===== src/sma_ram.sv =====
// ----------------------------------------------------------------------------
// sma_ram
// Generic single-write, single-read RAM with registered read data.
// ----------------------------------------------------------------------------
module sma_ram #(
  parameter int WIDTH = 32,
  parameter int DEPTH = 16
) (
  input  logic                     clk_i,
  input  logic                     we_i,
  input  logic [$clog2(DEPTH)-1:0] waddr_i,
  input  logic [WIDTH-1:0]         wdata_i,
  input  logic                     re_i,
  input  logic [$clog2(DEPTH)-1:0] raddr_i,
  output logic [WIDTH-1:0]         rdata_o
);

  logic [WIDTH-1:0] mem_q [DEPTH];
  logic [WIDTH-1:0] rdata_q;

  always_ff @(posedge clk_i) begin
    if (we_i) begin
      mem_q[waddr_i] <= wdata_i;
    end
    if (re_i) begin
      rdata_q <= mem_q[raddr_i];
    end
  end

  assign rdata_o = rdata_q;

endmodule


===== config.mk =====
export PLATFORM = sky130hd
export DESIGN_NAME = sma_ram
export DESIGN_NICKNAME = d
export VERILOG_FILES = /design/src/sma_ram.sv
export SDC_FILE = /design/constraint.sdc
export NUM_CORES = 1
export LEC_CHECK = 0
export BUFFER_PORTS_ARGS = -buffer_cell sky130_fd_sc_hd__buf_2
export CORE_ASPECT_RATIO = 0.5
export CORE_MARGIN = 3
export CORE_UTILIZATION = 35
export CTS_BUF_LIST = sky130_fd_sc_hd__clkbuf_16
export DETAILED_ROUTE_END_ITERATION = 8
export PLACE_DENSITY_LB_ADDON = 0.1
export SLEW_MARGIN = 40
export SYNTH_ARGS = -nofsm -noshare
export SYNTH_HDL_FRONTEND = slang
export SYNTH_SLANG_ARGS = --single-unit

===== constraint.sdc =====
create_clock -name clk_i -period 3.85 [get_ports clk_i]
set_input_delay 0.1925 -clock clk_i [delete_from_list [all_inputs] [get_ports clk_i]]
set_output_delay 0.1925 -clock clk_i [all_outputs]
set_load 0.01 [all_outputs]

# After elaboration in Yosys (flattened, before gate mapping)
# Memory sizes are Yosys's and may differ from the RTL's. A register that Yosys moved wholly into a read port is not among the register bits.
# Cells that the tools add are included.
# totals
mem_bits_rw	512
output_inout_bits	32
n_memories	1
elab_cells	3
regBits	0
# memory_table
memory	depth	word_bits	read_ports	rd_clocked_by_memory_dff	wr	line	text
mem_q	16	32	1	1	1	18	logic [WIDTH-1:0] mem_q [DEPTH];
# classes
n_mux	2
# op_table
cell	count
two-way mux 1 bit	2

# Longest topological paths before layout
# Gate-level depths: netlist of the first run.
# depth
word_depth	2
mapped_depth	5

# Worst setup path after synthesis of the first run
# No wires, ideal clock.
# synth_path
path_type	input -> register
start	in waddr_i[2]
end	mem mem_q[0][0], enable pin
t_arrival_ps	2911
path_stages	2
required_time_ps	3389
path_slack_ps	478
path_buffers	0
setup_ps	461
cell_sequence	or3b_2 -> nor3_1
# synth_rtl
item	line	text
start: declaration	11	input logic [$clog2(DEPTH)-1:0] waddr_i,
end: declaration	18	
# No word-level cell before the write port.

==> flow_metrics.py, run 1 <==
metrics = {
    "die": {
        "num_io_pins": 75,
        "coreArea_sq_um": 56250,
        "die_h_um": 175.8,
        "die_w_um": 345.5,
        "start_util_pct": 35.87,
        "dieArea_sq_um": 60730,
        "fp-row-count": 61,
    },
    "setup_path": {
        "cp-start-kind": "input port",
        "timing.rr.end": "rdata_o[19]",
        "required_ns": 4.14,
        "crit_type": "input port to flop",
        "rr_worst_depth": 3,
        "crit_buf_inv": 2,
        "cp_top_family": "buffers and inverters",
        "cp_cell_sequence": "clkbuf_8 -> buf_12 -> mux4_2 -> a22oi_1 -> nand2_1",
        "cpPeakStageDelay_ns": 0.55,
        "worstSetupStartpoint": "raddr_i[0]",
        "path_max_fanout": 43,
        "worst_path_max_delay_cell": "mux4_2",
        "reg2reg_from": "mem_q[11][19]",
        "critical_path.endpoint_type": "flop",
        "path_depth": 5,
        "arrival_ns": 2.06,
        "reg2reg_slack_ns": 2.31,
    },
    "power_and_ir_drop": {
        "p_leak_uw": 0.007550,
        "total_power_uw": 12020,
        "power.density_nw_per_um2": 506.9,
        "irDropWorstVdd_mv": 0.2726,
    },
    "sta": {
        "slew_viol_final": 0,
        "layout_min_cycle_time_ns": 1.774,
        "fin_ws_ns": 2.076,
        "finalSetupViolCount": 0,
        "slew_headroom_pct": 46.30,
        "fin_skew_ns": 0.009509,
        "fmax_mhz": 563.6,
        "finalSetupTns_ns": 0,
        "fin_crit_sh_pct": 46.09,
        "tightest_slew_ns": 0.8055,
        "hold_violations": 0,
        "rsz0062_at_grt": "false",
    },
    "route": {
        "detail-route-antenna-nets": 0,
        "detail_route.wirelength_mm": 47.19,
        "drc_errors": 0,
        "wl_per_cell_um": 26.44,
        "via_per_inst": 5.111,
        "vias": 9123,
        "drt-initial-drc-count": 682,
        "first_pass_iters": 4,
    },
    "global_route": {
        "use_met1_pct": 21.65,
        "grt_pass1_wl_mm": 69.55,
        "grt_max_degree": 52,
        "gr-total-overflow": 0,
        "use_met3_pct": 2.517,
        "met2_usage_pct": 26.66,
        "grt_most_used_layer": "met2",
        "antenna_found_initial": 0,
        "grtUsageTotal_pct": 15.66,
        "first_global_vias": 10010,
    },
    "layout": {
        "num-nets-final": 1036,
        "n_antenna_cell": 0,
        "nFillCells": 4831,
        "drive_gt1_share_pct": 31.97,
        "area_growth_pct": 17.50,
    },
    "logic_synthesis": {
        "ys_top_cells_by_count": "edfxtp_1, mux4_2, a22oi_1, nand2_1, clkbuf_1",
        "syn_area_sq_um": 20170,
        "synth_edf_count": 544,
        "yosys-mux-area-fraction_pct": 14.29,
        "ys_seq_elements": 544,
        "async_flop_share_pct": 0,
        "synth_top_cell_by_area": "edfxtp_1",
        "synth_nets": 881,
        "synth_most_common_cell": "edfxtp_1",
        "synth_compound_area_share_pct": 2.382,
        "synth_area_leaders": "edfxtp_1, mux4_2, a22oi_1, nand2_1, buf_4",
        "synth_cell_types": 17,
        "synth_top_family_by_area": "multiplexers",
        "post_synth_inst_count": 838,
        "yosys.area_share.simple_pct": 1.253,
        "yosysSeqAreaShare_pct": 80.97,
        "synth_xor_area_share_pct": 0,
        "yosys.area.top_type_share_pct": 80.97,
        "synth-adder-area-share_pct": 0,
        "syn_area_per_cell_sq_um": 24.07,
        "synth_flop_cell": "edfxtp_1",
        "yosysWarnings": 0,
    },
    "hold_path": {
        "hp-start": "wdata_i[2]",
        "whs_path_depth": 1,
        "min_path_type": "input port to flop",
        "min_to": "mem_q[3][2]",
    },
    "cts": {
        "cts_buffers": 50,
        "clockBufferDepth": 3,
        "clk_pin_slew_ns": 0.06,
        "post_cts_buffers": 0,
        "clock-sinks": 544,
        "clk_latency_ns": 0.56,
        "cts_max_level": 2,
        "clockRootBuffer": "clkbuf_16",
        "cts_tree": "yes",
    },
    "placement": {
        "io_buffers": 74,
        "pre_cts_ws_ns": 1.406,
        "gp_congestion": 0.7073,
        "dp_hpwl_mm": 26.38,
    },
    "status": {
        "outcome": "finished clean",
    },
    "run": {
        "cap_violations": 0,
    },
}
-- what timing repair did --
item / 4_1_cts / 5_1_grt
gates resized for setup: 0 / 0
endpoints found under the hold margin: 454 / 0
hold buffers: 30 / 0
-- metal layers --
| metal | routed length, um | up-vias |
|---|---|---|
| li1 | - | 3916 |
| met1 | 21050 | 4981 |
| met2 | 23590 | 168 |
| met3 | 1870 | 58 |
| met4 | 687 | 0 |
| met5 | 0 | - |
-- layout by cell type, fill, tap and decap left out --
master / Yosys / final
edfxtp_1: 544 / 544
mux4_2: 128 / 128
buf_2: 4 / 72
a22oi_1: 64 / 64
clkbuf_16: 0 / 53
nand2_1: 33 / 33
buf_4: 11 / 32
dlygate4sd3_1: 0 / 30
clkinv_1: 0 / 16
nor2_4: 0 / 13
clkinv_2: 0 / 9
inv_1: 0 / 8
buf_12: 0 / 7
nor3_2: 0 / 4
buf_16: 0 / 3
nor2b_4: 0 / 2
nand3b_1: 2 / 2
nand2b_1: 2 / 2
bufinv_16: 0 / 2
and2_2: 0 / 1
nand3_1: 1 / 1
or3b_2: 1 / 1
clkbuf_8: 0 / 1
buf_8: 0 / 1
-- kinds of logic (layout without fill, tap and decap cells) --
kind of cell           Yosys count  after routing
DFF                            544            544
buffers and inverters           43            234
and+or+nand+nor                 59             59
muxes                          128            128
AOI/OAI and AO/OA               64             64
-- worst max path at each step --
stage,end,slack [ns]
2_1_floorplan,mem_q[0][0],0.48
6_report,rdata_o[27],2.08
3_3_place_gp,rdata_o[27],1.43
5_1_grt,rdata_o[27],1.95
3_5_place_dp,rdata_o[27],1.41
4_1_cts,rdata_o[27],2.00
-- flip-flops by register name (all words and copies together), names as in the netlist --
signal and flops:
rdata_o 32, mem_q 512
-- per-stage QoR --
stage,std cells,util [%],hold WS [ns],instance area [sq um]
3_3_place_gp,1663,38.73,0.5661,21790
2_1_floorplan,838,-,0.2914,20170
3_5_place_dp,1667,38.90,0.5800,21880
5_1_grt,1785,42.14,0.01848,23710
6_report,1785,42.14,0.03655,23710
4_1_cts,1785,42.14,0.001555,23710
-- final cells by class --
cell class	count	area [sq um]	share of cell area, %
clock buffers	53	1326	5.595
clock inverters	35	195.2	0.8234
multi-input cells	251	3750	15.82
flip-flops and latches	544	16340	68.91
well taps	756	945.9	3.990
repair buffers	146	1152	4.861
-- power breakdown --
part	leakage [uW]	total (uW)	switching, uW	internal (uW)
registers	0.00494	6700	32.2	6670
logic	0.00182	630	369	261
clock network	0.000784	4680	2090	2600
total	0.00755	12000	2490	9530
Power figures use the tool's default switching activity.
==> inputs of run 2 (changes only) <==
==> constraint.sdc (replaced) <==
create_clock -name clk_i -period 1.71 [get_ports clk_i]
set_input_delay 0.0855 -clock clk_i [delete_from_list [all_inputs] [get_ports clk_i]]
set_output_delay 0.0855 -clock clk_i [all_outputs]
set_load 0.01 [all_outputs]
==> flow_metrics.py, run 2 (synthesis gave the netlist of run 1 again) <==
metrics = {
    "placement": {
        "io_buffers": 74,
        "gp_congestion": 0.6856,
        "dpl_cell_area_sq_um": 22410,
        "dp_hpwl_mm": 27.28,
    },
    "layout": {
        "top_register": "mem_q",
        "final_cell_mix": "edfxtp_1, mux4_2, buf_2",
        "nFillCells": 4825,
        "design_area_sq_um": 24400,
        "num-nets-final": 1055,
        "final_core_util_pct": 43.37,
        "largest_reg_flops": 512,
        "n_antenna_cell": 0,
        "layout_commonest_cell": "edfxtp_1",
        "area_growth_pct": 20.93,
        "drive_gt1_share_pct": 33.37,
    },
    "route": {
        "drt-initial-drc-count": 708,
        "detail_route.wirelength_mm": 48.77,
        "via_per_inst": 5.158,
        "vias": 9325,
        "detail-route-antenna-nets": 0,
        "drc_errors": 0,
        "wl_per_cell_um": 26.98,
        "first_pass_iters": 5,
    },
    "die": {
        "num_io_pins": 75,
        "die_h_um": 175.8,
        "coreArea_sq_um": 56250,
        "fp-row-count": 61,
        "start_util_pct": 35.87,
        "dieArea_sq_um": 60730,
        "die_w_um": 345.5,
    },
    "sta": {
        "slew_viol_final": 0,
        "slew_headroom_pct": 61.42,
        "hold_ws_ns": 0.1357,
        "fin_crit_sh_pct": 84.50,
        "hold_violations": 0,
        "finalSetupTns_ns": 0,
        "fin_skew_ns": 0.01223,
        "layout_min_cycle_time_ns": 1.445,
        "rsz0062_at_grt": "false",
        "fmax_mhz": 692.1,
        "finalSetupViolCount": 0,
        "tightest_slew_ns": 0.5773,
    },
    "setup_path": {
        "cp_top_family": "multiplexers",
        "crit_buf_inv": 0,
        "reg2reg_from": "mem_q[11][9]",
        "reg2reg_slack_ns": 0.27,
        "required_ns": 2.02,
        "arrival_ns": 1.76,
        "path_max_fanout": 1,
        "cp_cell_sequence": "mux4_2 -> a22oi_1 -> nand2_1",
        "cpPeakStageDelay_ns": 0.47,
        "worstSetupStartpoint": "mem_q[11][9]",
        "rr_worst_depth": 3,
        "worst_path_max_delay_cell": "mux4_2",
        "critical_path.endpoint_type": "flop",
        "crit_type": "flop to flop",
        "path_depth": 3,
        "cp-start-kind": "flop",
    },
    "cts": {
        "clockRootBuffer": "clkbuf_16",
        "clk_latency_ns": 0.57,
        "clock-sinks": 544,
        "clk_pin_slew_ns": 0.06,
        "cts_tree": "yes",
        "clockBufferDepth": 3,
        "post_cts_buffers": 0,
        "cts_max_level": 2,
        "cts_buffers": 50,
    },
    "power_and_ir_drop": {
        "power.density_nw_per_um2": 1145,
        "p_leak_uw": 0.007828,
        "total_power_uw": 27940,
        "irDropWorstVdd_mv": 0.6428,
    },
    "hold_path": {
        "whs_path_depth": 4,
        "min_path_type": "input port to flop",
        "hp-start": "raddr_i[3]",
    },
    "global_route": {
        "gr-total-overflow": 0,
        "antenna_found_initial": 0,
        "grtUsageTotal_pct": 16.17,
        "first_global_vias": 10050,
        "grt_pass1_wl_mm": 70.90,
        "grt_max_degree": 33,
    },
    "run": {
        "cap_violations": 0,
    },
    "status": {
        "outcome": "finished clean",
    },
}
==> run 2: cell count changes in the layout (fill, tap and decap cells not counted) <==
| cell | delta |
|---|---|
| clkinv_4 | +2 |
| or3b_2 | -1 |
| buf_8 | +2 |
| dlygate4sd3_1 | +3 |
| clkinv_1 | -4 |
| nor3_4 | +4 |
| buf_4 | -16 |
| inv_1 | +2 |
| buf_12 | +31 |
| bufinv_16 | +4 |
| nor3_2 | -4 |
| buf_16 | -1 |
| or3b_4 | +1 |
==> run 2: area by class of cell <==
| cell class | count | area, sq um | area share (%) |
|---|---|---|---|
| Tap cell | 756 | 945.9 | 3.877 |
| Clock inverter | 39 | 325.3 | 1.333 |
| Sequential cell | 544 | 16340 | 66.96 |
| Timing Repair Buffer | 165 | 1685 | 6.908 |
| Multi-Input combinational cell | 251 | 3777 | 15.48 |
| Clock buffer | 53 | 1326 | 5.436 |
==> run 2: worst register-to-register path, cell delays in order, from the launching register on <==
cell and delay, ns:
edfxtp_1 0.36, mux4_2 0.47, a22oi_1 0.29, nand2_1 0.08
==> run 2: per-layer routing <==
metal	vias up	part of all wire [%]	routed length (um)	global-route usage, %
li1	3955	-	-	-
met4	0	1.3	638	2.839
met2	199	48	23560	26.44
met3	55	4.6	2237	2.930
met5	-	0	0	0
met1	5116	46	22340	23.10
==> run 2: final timing paths <==
kind,to
worst max-delay path,rdata_o[9]
worst min-delay path,rdata_o[10]
worst max register to register,rdata_o[9]
worst min register to register,rdata_o[28]
==> run 2: repair_timing <==
| action | in CTS | in global routing |
|---|---|---|
| gates resized for setup | 0 | 0 |
| endpoints found under the hold margin | 520 | 0 |
| hold buffers | 33 | 0 |
==> run 2: through the flow <==
step / cells / setup slack [ns]
after floorplan: 838 / -0.4033
after global placement: 1678 / -0.1277
after detailed placement: 1683 / -0.09701
after CTS: 1808 / 0.2305
after global routing: 1808 / 0.2028
final: 1808 / 0.2651
==> run 2: where the power goes <==
group | internal (uW) | switching [uW] | leakage (uW)
registers | 15000 | 82.1 | 0.00494
clock network | 6480 | 4820 | 0.000853
logic | 676 | 862 | 0.00203
total | 22200 | 5760 | 0.00783
==> inputs of run 3 (changes only) <==
==> constraint.sdc (replaced) <==
create_clock -name clk_i -period 1.4 [get_ports clk_i]
set_input_delay 0.07 -clock clk_i [delete_from_list [all_inputs] [get_ports clk_i]]
set_output_delay 0.07 -clock clk_i [all_outputs]
set_load 0.01 [all_outputs]
==> flow_metrics.py, run 3 (synthesis gave the netlist of run 1 again) <==
metrics = {
    "sta": {
        "fin_crit_sh_pct": 101.0,
        "tightest_slew_ns": 0.7326,
        "rsz0062_at_grt": "true",
        "fin_skew_ns": 0.02531,
        "finalSetupViolCount": 1,
        "slew_viol_final": 0,
        "layout_min_cycle_time_ns": 1.414,
        "slew_headroom_pct": 51.05,
        "hold_violations": 0,
        "fmax_mhz": 707.1,
        "fin_ws_ns": -0.01423,
    },
    "layout": {
        "n_antenna_cell": 0,
        "layout_commonest_cell": "edfxtp_1",
        "drive_gt1_share_pct": 37.95,
        "top_register": "mem_q",
        "multi_input_area_sq_um": 3958,
        "design_area_sq_um": 24660,
        "area_growth_pct": 22.25,
        "num-nets-final": 1086,
        "largest_reg_flops": 512,
        "finalNonFillerCells": 1839,
        "nFillCells": 4759,
        "final_cell_mix": "edfxtp_1, mux4_2, buf_2",
        "area.sequential_sq_um": 16340,
    },
    "setup_path": {
        "cp-start-kind": "flop",
        "critical_path.endpoint_type": "flop",
        "cp_top_family": "multiplexers",
        "path_max_fanout": 1,
        "worst_path_max_delay_cell": "mux4_2",
        "arrival_ns": 1.73,
        "cpPeakStageDelay_ns": 0.49,
        "cp_cell_sequence": "mux4_2 -> a22oi_2 -> nand2_1",
        "crit_buf_inv": 0,
        "crit_type": "flop to flop",
        "required_ns": 1.71,
    },
    "die": {
        "dieArea_sq_um": 60730,
        "coreArea_sq_um": 56250,
        "die_w_um": 345.5,
        "die_h_um": 175.8,
        "start_util_pct": 35.87,
        "num_io_pins": 75,
        "fp-row-count": 61,
    },
    "cts": {
        "cts_tree": "yes",
        "clk_pin_slew_ns": 0.06,
        "clockBufferDepth": 3,
        "clockRootBuffer": "clkbuf_16",
        "cts_max_level": 2,
        "clk_latency_ns": 0.57,
        "cts_buffers": 50,
        "clock-sinks": 544,
    },
    "placement": {
        "dpl_cell_area_sq_um": 22650,
        "io_buffers": 74,
        "dp_hpwl_mm": 28.35,
        "gp_congestion": 0.6933,
        "dp_cells": 1714,
    },
    "route": {
        "drt-initial-drc-count": 668,
        "first_pass_iters": 5,
        "detail_route.wirelength_mm": 48.32,
        "vias": 9425,
        "via_per_inst": 5.125,
        "detail-route-antenna-nets": 0,
        "drc_errors": 0,
        "wl_per_cell_um": 26.28,
    },
    "global_route": {
        "grtUsageTotal_pct": 16.01,
        "grt_pass1_wl_mm": 70.95,
        "grt_max_degree": 33,
        "first_global_vias": 10200,
        "antenna_found_initial": 0,
        "gr-total-overflow": 0,
    },
    "status": {
        "violations": "negative setup slack",
        "outcome": "complete, but fails checks",
    },
    "hold_path": {
        "min_path_type": "input port to flop",
    },
    "power_and_ir_drop": {
        "irDropWorstVdd_mv": 0.8495,
        "power.density_nw_per_um2": 1344,
        "p_leak_uw": 0.007937,
    },
    "run": {
        "cap_violations": 0,
    },
}
==> run 3: path summary, 6_finish.rpt <==
kind,slack (ns),depth (start not counted),startpoint,end
setup / recovery,-0.01,3,mem_q[3][8],rdata_o[8]
hold / removal,0.13,4,waddr_i[2],mem_q[15][2]
setup reg to reg,-0.01,3,mem_q[3][8],rdata_o[8]
hold reg to reg,0.75,3,mem_q[6][11],rdata_o[11]
==> run 3: tightest hold or removal path, cell delays in order <==
cell and delay, ns:
buf_2 0.11, buf_4 0.14, nand3_4 0.12, nor2_4 0.07
==> run 3: metrics by stage <==
| step | total power [uW] | setup TNS, ns | hold slack (ns) | setup WS, ns | util (%) |
|---|---|---|---|---|---|
| floorplan | 19720 | -40.12 | 0.1689 | -0.3792 | - |
| global placement | 20640 | -42.25 | 0.4406 | -0.3437 | 40.26 |
| detailed placement | 20680 | -43.72 | 0.4618 | -0.3626 | 40.26 |
| CTS | 33540 | -0.01688 | 0.1076 | -0.009493 | 43.70 |
| global route | 34390 | -0.5525 | 0.1224 | -0.04727 | 43.85 |
| finish | 33140 | -0.01423 | 0.1284 | -0.01423 | 43.85 |
==> run 3: repair_timing <==
item,in CTS,in global routing
setup endpoints to repair,14,30
pin swaps,12,18
gates resized for setup,18,16
setup buffers,0,0
endpoints found under the hold margin,513,0
hold buffers,33,0
==> run 3: final cells by class <==
| type | count | area share [%] |
|---|---|---|
| Clock inverter | 40 | 0.8827 |
| Timing Repair Buffer | 196 | 7.726 |
| Multi-Input combinational cell | 251 | 16.05 |
| Sequential cell | 544 | 66.23 |
| Clock buffer | 52 | 5.276 |
| Tap cell | 756 | 3.835 |
==> run 3: power by group <==
group | switching, uW | internal [uW]
Sequential | 97.3 | 18300
Clock | 5830 | 6890
Combinational | 1090 | 888
==> run 3: routing by layer <==
layer	vias up	track usage, %	routed length, um
li1	4028	-	-
met1	5201	23.16	22710
met2	145	26.27	23440
met3	51	2.443	1580
met4	0	2.679	590
met5	-	0	0
